<file path="src/scc_ram.sv">
// ----------------------------------------------------------------------------
// scc_ram
// Simple dual-port synchronous memory, one write and one registered read.
// ----------------------------------------------------------------------------
module scc_ram #(
	parameter int DEPTH = 64,
	parameter int WIDTH = 8
) (
	input  logic                                  clk,
	input  logic                                  we,
	input  logic [(DEPTH > 1 ? $clog2(DEPTH) : 1)-1:0] waddr,
	input  logic [WIDTH-1:0]                      wdata,
	input  logic [(DEPTH > 1 ? $clog2(DEPTH) : 1)-1:0] raddr,
	output logic [WIDTH-1:0]                      rdata
);

	logic [WIDTH-1:0] mem [DEPTH];

	// Write port.
	always_ff @(posedge clk) begin
		if (we) begin
			mem[waddr] <= wdata;
		end
	end

	// Registered read port.
	always_ff @(posedge clk) begin
		rdata <= mem[raddr];
	end

endmodule

</file>
<file path="config.mk">
export PLATFORM = sky130hd
export DESIGN_NAME = scc_ram
export DESIGN_NICKNAME = d
export VERILOG_FILES = /design/src/scc_ram.sv
export SDC_FILE = /design/constraint.sdc
export NUM_CORES = 1
export LEC_CHECK = 0
export BUFFER_PORTS_ARGS = -buffer_cell sky130_fd_sc_hd__buf_2
export CAP_MARGIN = 10
export CELL_PAD_IN_SITES_DETAIL_PLACEMENT = 0
export CELL_PAD_IN_SITES_GLOBAL_PLACEMENT = 1
export CORE_ASPECT_RATIO = 1.75
export CORE_UTILIZATION = 60
export CTS_CLUSTER_SIZE = 12
export DETAILED_ROUTE_END_ITERATION = 8
export GPL_ROUTABILITY_DRIVEN = 0
export PLACE_DENSITY_LB_ADDON = 0.1
export RECOVER_POWER = 100
export SKIP_CTS_REPAIR_TIMING = 1
export SLEW_MARGIN = 20
export SYNTH_ARGS = -nofsm -noshare
export SYNTH_HDL_FRONTEND = slang
export SYNTH_SLANG_ARGS = --single-unit
</file>
<file path="constraint.sdc">
create_clock -name clk -period 5.7 [get_ports clk]
set_input_delay 0.855 -clock clk [delete_from_list [all_inputs] [get_ports clk]]
set_output_delay 0.855 -clock clk [all_outputs]
set_load 0.03 [all_outputs]
</file>
==> flow_summary.json <==
{
  "outcome": "finished, violations left",
  "failed_checks": "max-capacitance violations, max-slew violations",
  "min_path_cells": 3,
  "grt.total_usage_pct": 27.0,
  "drv_cap": 8,
  "synth_area_leader_cell": "edfxtp_1",
  "core_mm2": 0.0330,
  "synth_top_area_share_pct": 76.2,
  "fin_tns_setup_ns": 0,
  "mostFrequentLayoutCells": "edfxtp_1, mux4_2, nor2_1",
  "syn_nets": 962,
  "use_met2_pct": 48.4,
  "r2r_cells": 5,
  "end_kind": "register",
  "hp-class": "in2reg",
  "seq_area_mm2": 0.0155,
  "met3_usage_pct": 3.56,
  "r2r-end": "rdata[0]",
  "start_kind": "input pin",
  "critical_path_class": "in2reg",
  "diodes": 0,
  "cts_tree": "built",
  "synthFlopType": "edfxtp_1",
  "drt-initial-drc-count": 992,
  "period_minus_slack_ns": 3.28,
  "rsz0062_at_grt": "false",
  "final-max-slew-violation-count": 520,
  "path_max_fanout": 87,
  "power.total_uw": 7550,
  "grt_start_max_net_pins": 88,
  "p_per_area_mw_per_mm2": 344,
  "h-tree-depth": 2,
  "wl_um": 44200,
  "layout-drive-gt1-share_pct": 21.2,
  "max-slew-margin-rel_pct": -102,
  "max_clock_freq_mhz": 305,
  "worstHoldEndpoint": "rdata[0]",
  "cp_top_family": "buffers and inverters",
  "yosysWarningCount": 0,
  "leakagePower_uw": 0.00672,
  "io_pins": 30,
  "fill_cells": 2162,
  "cts.clk_slew.worst_paths_ns": 0.06,
  "rows": 88,
  "synth_cell_types": 40,
  "cts_num_sinks": 520,
  "multi_input_area_mm2": 0.00432,
  "grt_pass1_wl_um": 65300,
  "start_util_pct": 61.1,
  "die_area_mm2": 0.0344,
  "max_stage_delay_ns": 0.80,
  "required_ns": 6.14,
  "rrSetupSlack_ns": 3.71,
  "dp_hpwl_um": 27500,
  "min_from": "raddr[5]",
  "fin_crit_sh_pct": 57.5,
  "die_w_um": 141,
  "grt_pass1_vias": 10100,
  "drc": 0,
  "synth_edf_count": 512,
  "cts_max_path_buffers": 3,
  "vias": 9462,
  "first_pass_iters": 5,
  "synthArstFlopShare_pct": 0,
  "numCtsBuffers": 49,
  "regToRegStartpoint": "mem[47][0]",
  "crit_arrival_ns": 3.72,
  "final_hold_viol_count": 0,
  "synthesis.area_mm2": 0.0202,
  "fin_nets": 1003,
  "syn_inst": 940,
  "ys_seq_elements": 520,
  "peakVddDrop_mv": 0.274,
  "ant_nets": 0,
  "synth_area_per_cell_um2": 21.5,
  "tightest_slew_ns": 3.04,
  "grt_use_met1_pct": 32.5,
  "cpMaxStageDelayCell": "clkbuf_1",
  "busiest_layer": "met2",
  "antenna_found_initial": 0,
  "overflow": 0,
  "skew_ns": 0.0229,
  "viasPerCell": 6.72,
  "insertion_delay_ns": 0.58,
  "setup_viol": 0,
  "syn_to_final_growth_pct": 8.82,
  "final_common_cell": "edfxtp_1",
  "ys_seq_area_share_pct": 77.0,
  "clockRootBuffer": "clkbuf_16",
  "die_y_um": 245,
  "routedWlPerCell_um": 31.4,
  "synth.area.top_cells": "edfxtp_1, mux4_2, nor2_1",
  "io_buffers": 29,
  "crit_chain": "clkbuf_8, clkbuf_1, mux4_2, mux2i_1, a21oi_1, o21ai_1, o41ai_1",
  "path_buf_inv": 2
}
[tightest hold or removal path: stages]
cell	delay (ns)
buf_2	0.23
nand2_1	0.18
o2bb2ai_1	0.07
[registers in the layout (all words and copies together) (netlist names)]
signal  cells
mem       512
rdata       8
[kinds of logic (layout without fill, tap and decap cells)]
group	after synthesis	count (layout)	synth area share [%]
multiplexers	162	162	15.9
AO/OA/AOI/OAI	54	54	2.07
buffers and inverters	51	114	1.57
AND/OR/NAND/NOR	153	153	3.39
flip-flops	520	520	77.0
[how the worst max path moves through the flow]
stage	end	cells past startpoint	slack (ns)	startpoint
2_1_floorplan	rdata[3]	7	3.18	raddr[1]
3_3_place_gp	rdata[2]	7	2.05	raddr[0]
3_5_place_dp	rdata[2]	7	2.03	raddr[0]
4_1_cts	rdata[2]	7	2.59	raddr[0]
5_1_grt	rdata[3]	7	2.19	raddr[0]
6_report	rdata[3]	7	2.42	raddr[0]
[routing by layer]
layer  share of wire [%]  vias up
met5                   0        -
met4                 4.9        0
met3                 5.6      108
met2                  54      400
met1                  36     4965
li1                    -     3989
[where the power goes]
group,leakage (uW),total [uW],switching [uW],internal (uW)
logic,0.00139,386,250,136
clock network,0.000657,2910,1290,1620
registers,0.00467,4250,10.3,4240
[cells in the mapped netlist (3+ instances only)]
cell,number
o22ai_1,8
buf_2,11
dfxtp_1,8
a221oi_1,6
mux4_2,126
buf_1,4
clkbuf_1,17
nor2b_1,14
a21oi_1,3
mux2_2,13
o2bb2ai_1,3
a211oi_1,4
mux2i_1,23
nand3_1,13
o2111ai_1,3
a22oi_1,3
nor3_1,7
o221ai_1,8
nand2b_1,7
nand3b_1,3
nand2_1,19
buf_6,4
nor2_1,83
edfxtp_1,512
buf_4,13
[through the flow]
| step | hold slack (ns) | instance area, um^2 | worst slack, ns | util [%] | instances |
|---|---|---|---|---|---|
| 2_1_floorplan | 0.718 | 20200 | 3.18 | - | 940 |
| 6_report | 0.828 | 21900 | 2.42 | 66.4 | 1408 |
| 5_1_grt | 0.828 | 21900 | 2.19 | 66.4 | 1408 |
| 4_1_cts | 0.795 | 22000 | 2.59 | 66.6 | 1408 |
| 3_5_place_dp | 0.830 | 20600 | 2.03 | 62.4 | 1335 |
| 3_3_place_gp | 0.830 | 20600 | 2.05 | 62.4 | 1335 |
[area by class of cell]
type | count | share of cell area (%)
Timing Repair Buffer | 41 | 1.01
Clock inverter | 2 | 0.0741
Sequential cell | 520 | 70.8
Multi-Input combinational cell | 369 | 19.7
Tap cell | 405 | 2.31
Clock buffer | 71 | 6.16
Power figures use the tool's default switching activity.
